## src/rtl/slcsfp_pkg.sv

```systemverilog
// ----------------------------------------------------------------------------
// slcsfp_pkg
// Shared constants and types for the sync/length/command/sum frame parser.
// ----------------------------------------------------------------------------
package slcsfp_pkg;

   localparam int MAX_PAYLOAD = 64;
   localparam int LEN_W       = $clog2(MAX_PAYLOAD + 1);
   localparam int IDX_W       = $clog2(MAX_PAYLOAD);
   localparam int BYTE_W      = 8;

   localparam logic [BYTE_W-1:0] SYNC_FIRST  = 8'hAA;
   localparam logic [BYTE_W-1:0] SYNC_SECOND = 8'h55;

   typedef enum logic [2:0] {
      ST_HUNT1,
      ST_HUNT2,
      ST_LEN,
      ST_CMD,
      ST_PAYLOAD,
      ST_CHECK,
      ST_READ,
      ST_SEND
   } state_type;

endpackage

```

## src/rtl/slcsfp_req_if.sv

```systemverilog
// ----------------------------------------------------------------------------
// slcsfp_req_if
// Received-byte channel: valid/ready handshake, one byte per word.
// ----------------------------------------------------------------------------
interface slcsfp_req_if
   import slcsfp_pkg::*;
   ();
   logic              valid;
   logic              ready;
   logic [BYTE_W-1:0] rx_byte;

   modport source (output valid, output rx_byte, input ready);
   modport sink   (input valid, input rx_byte, output ready);
endinterface

```

## src/rtl/slcsfp_rsp_if.sv

```systemverilog
// ----------------------------------------------------------------------------
// slcsfp_rsp_if
// Frame result channel: valid/ready handshake, one payload byte per word.
// ----------------------------------------------------------------------------
interface slcsfp_rsp_if
   import slcsfp_pkg::*;
   ();
   logic              valid;
   logic              ready;
   logic [BYTE_W-1:0] command;
   logic [LEN_W-1:0]  frame_length;
   logic [IDX_W-1:0]  byte_index;
   logic [BYTE_W-1:0] payload_byte;
   logic              empty_frame;
   logic              last_of_frame;

   modport source (output valid, output command, output frame_length,
                   output byte_index, output payload_byte, output empty_frame,
                   output last_of_frame, input ready);
   modport sink   (input valid, input command, input frame_length,
                   input byte_index, input payload_byte, input empty_frame,
                   input last_of_frame, output ready);
endinterface

```

## src/rtl/sync_len_cmd_sum_frame_parser.sv

```systemverilog
// ----------------------------------------------------------------------------
// sync_len_cmd_sum_frame_parser
// Hunts for sync AA 55, reads length, command, payload into a 64x8 buffer and
// checks an 8-bit additive sum; on a match replays the buffer, one word each.
// ----------------------------------------------------------------------------
// Output path: a good check byte of an empty frame loads the output register at once;
//   otherwise replay passes ST_READ and ST_SEND before its first word is loaded.
// Throughput: 1 input byte per cycle while parsing, the check byte only with a free
//   output register; replay: buffer read, then output load per word, input held off.
// Reset: synchronous; parser returns to sync hunt, output register empties.
//   Buffer contents are not cleared.
module sync_len_cmd_sum_frame_parser
   import slcsfp_pkg::*;
(
   input logic          clock,
   input logic          reset,
   slcsfp_req_if.sink   req_ch,
   slcsfp_rsp_if.source rsp_ch
);

   state_type         state_ff, state_in;
   logic [LEN_W-1:0]  len_ff, len_in;
   logic [BYTE_W-1:0] cmd_ff, cmd_in;
   logic [LEN_W-1:0]  fill_ff, fill_in;
   logic [BYTE_W-1:0] sum_ff, sum_in;
   logic [IDX_W-1:0]  rd_idx_ff, rd_idx_in;
   logic [BYTE_W-1:0] rd_data_ff;
   logic [BYTE_W-1:0] mem [MAX_PAYLOAD];
   logic              mem_we;

   logic              out_valid_ff, out_valid_in;
   logic [BYTE_W-1:0] out_cmd_ff;
   logic [LEN_W-1:0]  out_len_ff;
   logic [IDX_W-1:0]  out_idx_ff, out_idx_in;
   logic [BYTE_W-1:0] out_byte_ff, out_byte_in;
   logic              out_empty_ff, out_empty_in;
   logic              out_last_ff, out_last_in;
   logic              out_load;

   logic              req_fire;
   logic              out_free;
   logic [BYTE_W-1:0] rx;
   logic [BYTE_W-1:0] sum_add;
   logic [LEN_W-1:0]  fill_next;

   assign rx       = req_ch.rx_byte;
   assign req_fire = req_ch.valid && req_ch.ready;
   assign out_free = !out_valid_ff || rsp_ch.ready;
   assign sum_add  = sum_ff + rx;
   assign fill_next = fill_ff + LEN_W'(1);

   always_comb begin
      case (state_ff)
         ST_HUNT1, ST_HUNT2, ST_LEN, ST_CMD, ST_PAYLOAD: begin
            req_ch.ready = 1'b1;
         end
         ST_CHECK: begin
            req_ch.ready = out_free;
         end
         default: begin
            req_ch.ready = 1'b0;
         end
      endcase
   end

   always_comb begin
      state_in     = state_ff;
      len_in       = len_ff;
      cmd_in       = cmd_ff;
      fill_in      = fill_ff;
      sum_in       = sum_ff;
      rd_idx_in    = rd_idx_ff;
      mem_we       = 1'b0;
      out_load     = 1'b0;
      out_idx_in   = out_idx_ff;
      out_byte_in  = out_byte_ff;
      out_empty_in = out_empty_ff;
      out_last_in  = out_last_ff;
      case (state_ff)
         ST_HUNT1: begin
            if (req_fire && rx == SYNC_FIRST) state_in = ST_HUNT2;
         end
         ST_HUNT2: begin
            if (req_fire) begin
               if (rx == SYNC_SECOND)     state_in = ST_LEN;
               else if (rx == SYNC_FIRST) state_in = ST_HUNT2;
               else                       state_in = ST_HUNT1;
            end
         end
         ST_LEN: begin
            if (req_fire) begin
               if (rx > BYTE_W'(MAX_PAYLOAD)) begin
                  state_in = ST_HUNT1;
               end else begin
                  len_in   = LEN_W'(rx);
                  sum_in   = rx;
                  state_in = ST_CMD;
               end
            end
         end
         ST_CMD: begin
            if (req_fire) begin
               cmd_in   = rx;
               sum_in   = sum_add;
               fill_in  = '0;
               state_in = (len_ff != '0) ? ST_PAYLOAD : ST_CHECK;
            end
         end
         ST_PAYLOAD: begin
            if (req_fire) begin
               mem_we  = 1'b1;
               fill_in = fill_next;
               sum_in  = sum_add;
               if (fill_next >= len_ff) state_in = ST_CHECK;
            end
         end
         ST_CHECK: begin
            if (req_fire) begin
               state_in = ST_HUNT1;
               if (sum_ff == rx) begin
                  if (len_ff == '0) begin
                     out_load     = 1'b1;
                     out_idx_in   = '0;
                     out_byte_in  = '0;
                     out_empty_in = 1'b1;
                     out_last_in  = 1'b1;
                  end else begin
                     rd_idx_in = '0;
                     state_in  = ST_READ;
                  end
               end
            end
         end
         ST_READ: begin
            state_in = ST_SEND;
         end
         ST_SEND: begin
            if (out_free) begin
               out_load     = 1'b1;
               out_idx_in   = rd_idx_ff;
               out_byte_in  = rd_data_ff;
               out_empty_in = 1'b0;
               out_last_in  = (LEN_W'(rd_idx_ff) + LEN_W'(1)) == len_ff;
               if (out_last_in) begin
                  state_in = ST_HUNT1;
               end else begin
                  rd_idx_in = rd_idx_ff + IDX_W'(1);
                  state_in  = ST_READ;
               end
            end
         end
         default: begin
            state_in = ST_HUNT1;
         end
      endcase
   end

   assign out_valid_in = out_load ? 1'b1 : (rsp_ch.ready ? 1'b0 : out_valid_ff);

   always_ff @(posedge clock) begin
      if (reset) begin
         state_ff     <= ST_HUNT1;
         len_ff       <= '0;
         cmd_ff       <= '0;
         fill_ff      <= '0;
         sum_ff       <= '0;
         rd_idx_ff    <= '0;
         out_valid_ff <= 1'b0;
      end else begin
         state_ff     <= state_in;
         len_ff       <= len_in;
         cmd_ff       <= cmd_in;
         fill_ff      <= fill_in;
         sum_ff       <= sum_in;
         rd_idx_ff    <= rd_idx_in;
         out_valid_ff <= out_valid_in;
      end
   end

   // payload buffer: one write port, one registered read port
   always_ff @(posedge clock) begin
      if (mem_we) mem[fill_ff[IDX_W-1:0]] <= rx;
      rd_data_ff <= mem[rd_idx_ff];
   end

   always_ff @(posedge clock) begin
      if (out_load) begin
         out_cmd_ff   <= cmd_ff;
         out_len_ff   <= len_ff;
         out_idx_ff   <= out_idx_in;
         out_byte_ff  <= out_byte_in;
         out_empty_ff <= out_empty_in;
         out_last_ff  <= out_last_in;
      end
   end

   assign rsp_ch.valid         = out_valid_ff;
   assign rsp_ch.command       = out_cmd_ff;
   assign rsp_ch.frame_length  = out_len_ff;
   assign rsp_ch.byte_index    = out_idx_ff;
   assign rsp_ch.payload_byte  = out_byte_ff;
   assign rsp_ch.empty_frame   = out_empty_ff;
   assign rsp_ch.last_of_frame = out_last_ff;

endmodule
```

## src/flat_wrapper.sv

```systemverilog
// flat-port wrapper written by rule: the top's interface ports become plain ports
module sync_len_cmd_sum_frame_parser_flat import slcsfp_pkg::*;
  (clock, reset, req_ch_valid, req_ch_rx_byte, req_ch_ready, rsp_ch_valid, rsp_ch_command, rsp_ch_frame_length, rsp_ch_byte_index, rsp_ch_payload_byte, rsp_ch_empty_frame, rsp_ch_last_of_frame, rsp_ch_ready);
  slcsfp_req_if req_ch_i ();
  slcsfp_rsp_if rsp_ch_i ();
  input logic clock;
  input logic reset;
  input wire logic [$bits(req_ch_i.valid)-1:0] req_ch_valid;
  input wire logic [$bits(req_ch_i.rx_byte)-1:0] req_ch_rx_byte;
  output wire logic [$bits(req_ch_i.ready)-1:0] req_ch_ready;
  output wire logic [$bits(rsp_ch_i.valid)-1:0] rsp_ch_valid;
  output wire logic [$bits(rsp_ch_i.command)-1:0] rsp_ch_command;
  output wire logic [$bits(rsp_ch_i.frame_length)-1:0] rsp_ch_frame_length;
  output wire logic [$bits(rsp_ch_i.byte_index)-1:0] rsp_ch_byte_index;
  output wire logic [$bits(rsp_ch_i.payload_byte)-1:0] rsp_ch_payload_byte;
  output wire logic [$bits(rsp_ch_i.empty_frame)-1:0] rsp_ch_empty_frame;
  output wire logic [$bits(rsp_ch_i.last_of_frame)-1:0] rsp_ch_last_of_frame;
  input wire logic [$bits(rsp_ch_i.ready)-1:0] rsp_ch_ready;
  assign req_ch_i.valid = req_ch_valid;
  assign req_ch_i.rx_byte = req_ch_rx_byte;
  assign req_ch_ready = req_ch_i.ready;
  assign rsp_ch_valid = rsp_ch_i.valid;
  assign rsp_ch_command = rsp_ch_i.command;
  assign rsp_ch_frame_length = rsp_ch_i.frame_length;
  assign rsp_ch_byte_index = rsp_ch_i.byte_index;
  assign rsp_ch_payload_byte = rsp_ch_i.payload_byte;
  assign rsp_ch_empty_frame = rsp_ch_i.empty_frame;
  assign rsp_ch_last_of_frame = rsp_ch_i.last_of_frame;
  assign rsp_ch_i.ready = rsp_ch_ready;
  sync_len_cmd_sum_frame_parser u_core (.clock(clock), .reset(reset), .req_ch(req_ch_i), .rsp_ch(rsp_ch_i));
endmodule
```

## config.mk

```make
export PLATFORM = sky130hd
export DESIGN_NAME = sync_len_cmd_sum_frame_parser_flat
export DESIGN_NICKNAME = d
export VERILOG_FILES = /design/src/rtl/slcsfp_pkg.sv /design/src/rtl/slcsfp_req_if.sv /design/src/rtl/slcsfp_rsp_if.sv /design/src/rtl/sync_len_cmd_sum_frame_parser.sv /design/src/flat_wrapper.sv
export SDC_FILE = /design/constraint.sdc
export NUM_CORES = 1
export LEC_CHECK = 0
export BUFFER_PORTS_ARGS = -buffer_cell sky130_fd_sc_hd__buf_2
export CORE_ASPECT_RATIO = 0.8
export CORE_MARGIN = 10
export CORE_UTILIZATION = 25
export CTS_CLUSTER_SIZE = 12
export DETAILED_ROUTE_END_ITERATION = 12
export GPL_TIMING_DRIVEN = 0
export PLACE_DENSITY_LB_ADDON = 0.12
export SKIP_LAST_GASP = 1
export SYNTH_ARGS = -nofsm -noshare
export SYNTH_HDL_FRONTEND = slang
export SYNTH_SLANG_ARGS = --single-unit
```

## constraint.sdc

```tcl
create_clock -name clock -period 7.31 [get_ports clock]
set_clock_uncertainty 0.15 [all_clocks]
set_input_delay 1.8275 -clock clock [delete_from_list [all_inputs] [get_ports clock]]
set_output_delay 1.8275 -clock clock [all_outputs]
set_load 0.01 [all_outputs]
```

* Word level (Yosys, flattened, before mapping)
Memories as Yosys holds them, arrays and structs flattened. A register that Yosys moved wholly into a read port is not among the register bits.
Cells that the tools add are included.
** Storage, ports and cells
- Memory bits (writable) :: 512
- Memories :: 1
- Bits in registers :: 71
- Input bits :: 12
- Logic and storage cells :: 124
- Output and inout bits :: 33
** Memories
- u_core.mem :: words 64, bits a word 8, rd ports 1, clocked after Yosys merged registers in 1, write ports 1, RTL line sync_len_cmd_sum_frame_parser.sv:28 : logic [BYTE_W-1:0] mem [MAX_PAYLOAD];
** Operators by class
- Equality and inequality tests :: 25
- Magnitude comparators :: 2
- Reduce and logical (&&, ||, !) cells :: 20
- Bitwise logic cells :: 1
- Add/sub/neg operators :: 4
- Muxes and demuxes :: 58
** Operator list (count)
- $mux W8 :: 7
- $mux W6 :: 9
- $mux W3 :: 12
- $pmux W8 S2 :: 2
- $pmux W3 S8 :: 1
- $pmux W6 S2 :: 2
- $ne A2 B1 Y1 const B :: 11
- $mux W1 :: 17
- $mux W7 :: 2
- $pmux W7 S2 :: 1
- $eq A3 B3 Y1 const B :: 4
- $reduce_and A6 Y1 :: 2
- $add A8 B8 Y8 :: 1
- $eq A8 B7 Y1 const B :: 1
- $eq A8 B8 Y1 :: 1
- $eq A8 B8 Y1 const B :: 1
- $gt A8 B7 Y1 const B :: 1
- $pmux W1 S2 :: 4
- $reduce_and A8 Y1 :: 1
- $reduce_bool A2 Y1 :: 4
- $add A6 B1 Y7 const B :: 1
- $add A7 B1 Y7 const B :: 1
- $eq A7 B7 Y1 :: 1
- $ge A7 B7 Y1 :: 1
- 17 further kinds :: 22

* Logic depth before layout (Yosys ltp)
- Depth after elaboration :: 8
- Depth in mapped cells :: 11
- Depth with buffers taken out :: 11

* Least setup slack after synthesis
OpenSTA, ideal clock, no wires.
- Kind :: input-to-reg
- Start :: input req_ch_rx_byte[4]
- End :: register u_core.out_idx_ff[0] (netlist: u_core.rsp_ch.byte_index[0]), enable pin
- Setup slack :: 1932 ps
- Data arrival time :: 4792 ps
- Required time :: 6725 ps
- Setup time :: 435 ps
- Stages on the path :: 4
- Path through :: ha_1 or4_1 a2111o_1 o41ai_1
** On the way
- Cells in the longest elaborated chain, start to end :: 5
** RTL lines
- from (decl) :: RTL line flat_wrapper.sv:9 : input wire logic [$bits(req_ch_i.rx_byte)-1:0] req_ch_rx_byte;
- $eq A8 B8 Y1 * :: RTL line sync_len_cmd_sum_frame_parser.sv:120 : if (sum_ff == rx) begin
- $mux W1 :: RTL line sync_len_cmd_sum_frame_parser.sv:120
- $mux W1 :: RTL line sync_len_cmd_sum_frame_parser.sv:118 : if (req_fire) begin
- $pmux W1 S2 :: RTL line sync_len_cmd_sum_frame_parser.sv:79 : case (state_ff)
- $reduce_and A6 Y1 (no line) *
- to (signal assigned) :: RTL line sync_len_cmd_sum_frame_parser.sv:190 : out_idx_ff <= out_idx_in;
- to (decl) :: RTL line sync_len_cmd_sum_frame_parser.sv:34 : logic [IDX_W-1:0] out_idx_ff, out_idx_in;
Mark *: on every way between the ends. The rest lies on a longest branch, timed or not.
A chain may end at the register's enable or synchronous reset.

* Worst setup path in the final report
- Start :: input req_ch_rx_byte[4]
- End :: register u_core.out_cmd_ff[5] (netlist: u_core.rsp_ch.command[5]), enable pin
** On the way
- Cells in the longest elaborated chain, start to end :: 4
** RTL lines
- $eq A8 B8 Y1 :: RTL line sync_len_cmd_sum_frame_parser.sv:120
- $mux W1 :: RTL line sync_len_cmd_sum_frame_parser.sv:120
- $mux W1 :: RTL line sync_len_cmd_sum_frame_parser.sv:118
- $pmux W1 S2 :: RTL line sync_len_cmd_sum_frame_parser.sv:79
- net u_core.out_load :: RTL line sync_len_cmd_sum_frame_parser.sv:38 : logic out_load;
- to (signal assigned) :: RTL line sync_len_cmd_sum_frame_parser.sv:188 : out_cmd_ff <= cmd_ff;
- to (decl) :: RTL line sync_len_cmd_sum_frame_parser.sv:32 : logic [BYTE_W-1:0] out_cmd_ff;
The timed path passes the listed nets, and every way through them passes these cells.

==> results by group <==
Cells and area
  – Most frequent cells in the layout: edfxtp_1, mux4_2, nor2_1, clkbuf_16, clkbuf_1
  – Layout area overhead: 16.4%
  – # fillers: 9,130
  – Nets: 1,382
  – Most common cell after layout, fill and taps aside: edfxtp_1
  – Layout cell share with drive strength beyond 1: a little under a quarter

Logic synthesis
  – Syn Inst Count: approximately 1,200
  – EDFF count, synth: 543
  – Syn_nets: 1,263
  – #FFs+latches synth: between 500 and 600
  – Mean Syn Cell Area: 19.1 um2
  – Unique masters post-synth: 56
  – Synth Flop Type: edfxtp_1
  – Post-Syn Area: 23,500 um2
  – Post-synth ARST share: 0%
  – Syn. warnings: 0
  – Seq/Total Area, Yosys: 73.4%

Hold path
  – Hold path depth: 0
  – Hold Crit Class: reg2reg
  – Hold Crit Start: u_core.cmd_ff[7]
  – Hold Path End: u_core.rsp_ch.command[7]

Critical path
  – Crit. End Element: register
  – CP arrival: 5140 ps
  – R2R Path End: u_core.mem[3][5]
  – Critical path class: in2reg
  – R2R cell count: 6
  – CP required: 7470 ps
  – Worst-path fanout max: 70
  – Worst r2r src: u_core.state_ff[2]
  – R2R Setup Slk: approximately 3000 ps
  – Critical path launch point type: input pin

Placement
  – Global placer's final weighted congestion: 0.771
  – Pre-CTS setup slack: ~1300 ps
  – IO Port Bufs: 43
  – Post-DP HPWL: 46,100 um

Route
  – DRT Wirelength: 71,400 um
  – Routed Antenna Nets: 0
  – First-pass DRT Iterations: 4
  – Vias: 12,300
  – Drt initial violations: between 1,000 and 1,500
  – DRC Markers: 0
  – Vias per std cell: 4.68
  – WL per Instance: 27.2 um

STA
  – Sum of negative setup slack: 0 ps
  – Hold WS: around 280 ps
  – RSZ-0062 raised after global routing: no
  – Setup violations, final: 0
  – Final Hold Fails: 0
  – Rel. slew slack: 5.35%
  – Period utilization: 68.1%
  – Fin. max-slew vios: 0
  – Slew @ Worst Pin: roughly 1400 ps
  – Tmin final: approximately 5000 ps
  – Worst setup margin: 2330 ps
  – F_max: 201 MHz

Clock network
  – Max H-tree Level: 3
  – Clk slew on worst S/H paths: 60 ps
  – Worst-skew pair later-pin latency: 610 ps
  – Post-CTS Setup Inserts: 0
  – Max Root-Sink Buffers: 3
  – CTS tree: yes
  – Hold Buf Count CTS: 0
  – Clk sinks: 591
  – Cts bufs inserted: 66
  – CTS resizes: 0
  – Clock root cell: clkbuf_16

Floorplan
  – IO Count: 45
  – Initial Util: between 20% and 30%
  – FP Rows: 100
  – Die area: around 110,000 um2
  – Core Area: 93,200 um2
  – DIE WIDTH: 363 um
  – Chip height: 294 um

Power and ir drop
  – Total power: between 6 and 7 mW
  – Power density over the cells: 252 nW/um2
  – Max VDD drop: between 150 and 200 uV
  – Leakage power: between 8 and 9 nW

GRT
  – Largest net degree at the start of global routing: 73
  – Initial antenna violation count: 3
  – Vias in the first global route: 12,600
  – Grt ovf: 0
  – First-pass GRT wire length: 101,000 um
  – GRT Total Usage: a little over an eighth

Run
  – Max-cap violation count: 0

Outcome
  – Status: finished clean
## metal layers
metal / part of all wire, % / global-route usage [%] / routed length [um]
met5: 0.038 / 0 / 27
met4: 2.4 / 3.48 / 1690
met3: 6.4 / 4.06 / 4590
met2: 42 / 19.0 / 30200
met1: 49 / 19.4 / 35000
## per-stage QoR
stage          utilization, %  cell area [um2]  instances
2_1_floorplan               -            23500       1234
3_3_place_gp             27.1            25300       2501
3_5_place_dp             27.2            25400       2506
4_1_cts                  29.3            27400       2620
5_1_grt                  29.4            27400       2623
6_report                 29.4            27400       2626
## synth_stat cells, types with 11 or more instances
master / n / area (um2)
buf_1: 11 / 41.3
inv_1: 23 / 86.3
buf_2: 11 / 55.1
nand2b_1: 12 / 75.1
nand2_1: 47 / 176
a21oi_1: 28 / 140
clkbuf_1: 37 / 139
mux4_2: 160 / 3600
ha_1: 16 / 200
nor2_1: 110 / 413
a211oi_1: 12 / 90.1
a22oi_1: 11 / 82.6
dfxtp_1: 48 / 961
o21ai_0: 20 / 100
nand3_1: 14 / 70.1
and2_1: 16 / 100
edfxtp_1: 543 / 16300
## final cells by class
cell class | instances | area, um2 | share of cell area [%]
Antenna cell | 3 | 7.51 | 0.0274
Tap cell | 1224 | 1530 | 5.59
Timing Repair Buffer | 51 | 342 | 1.25
Inverter | 23 | 86.3 | 0.315
Sequential cell | 591 | 17300 | 63.0
Buffer | 60 | 246 | 0.899
Clock buffer | 86 | 1810 | 6.61
Multi-Input combinational cell | 560 | 5960 | 21.7
Clock inverter | 28 | 160 | 0.584
## sequential cells by signal, summed over array words and instances, names as in the netlist
register,count
u_core.state_ff,3
u_core.rsp_ch.valid,1
u_core.rsp_ch.payload_byte,8
u_core.rd_idx_ff,6
u_core.cmd_ff,8
u_core.rsp_ch.frame_length,7
u_core.rsp_ch.command,8
u_core.rsp_ch.byte_index,6
u_core.rsp_ch.empty_frame,1
u_core.len_ff,7
u_core.rd_data_ff,8
u_core.fill_ff,7
u_core.mem,512
u_core.rsp_ch.last_of_frame,1
u_core.sum_ff,8
## critical path, cell delays in order
cell,delay (ps)
buf_4,600
ha_1,410
or4_1,480
a2111o_1,500
o41ai_2,780
buf_6,230
buf_4,160
## where the power goes
| group | total (mW) | switching (mW) | internal [mW] |
|---|---|---|---|
| Sequential | 3.68 | 0.0000256 | 3.68 |
| Combinational | 0.0814 | 0.0714 | 0.0100 |
| Clock | 3.13 | 1.36 | 1.78 |
| Total | 6.90 | 1.43 | 5.47 |
## logic make-up (layout without fill, tap and decap cells)
family | after synthesis | in the layout | share of synthesized area [%]
compound gates | 110 | 110 | 3.05
xor+xnor | 15 | 15 | 0.558
fa+ha+maj | 17 | 17 | 0.936
buf+inv | 83 | 248 | 1.40
flops | 591 | 591 | 73.4
mux | 166 | 166 | 15.6
other cells | 0 | 3 | 0
simple gates | 252 | 252 | 5.14
## worst max path at each step
| stage | endpoint | depth (start not counted) | from | slack, ps |
|---|---|---|---|---|
| after global placement | u_core.rsp_ch.payload_byte[0] | 5 | req_ch_rx_byte[1] | -930 |
| after global routing | u_core.rsp_ch.command[5] | 7 | req_ch_rx_byte[0] | 2080 |
| after CTS | u_core.rsp_ch.command[4] | 7 | req_ch_rx_byte[6] | 1980 |
| final | u_core.rsp_ch.command[5] | 7 | req_ch_rx_byte[4] | 2330 |
| after detailed placement | u_core.rsp_ch.command[6] | 7 | req_ch_rx_byte[6] | 1310 |
| after floorplan | u_core.rsp_ch.byte_index[0] | 4 | req_ch_rx_byte[4] | 1930 |
Note: power is estimated with default switching activity, not from simulation.
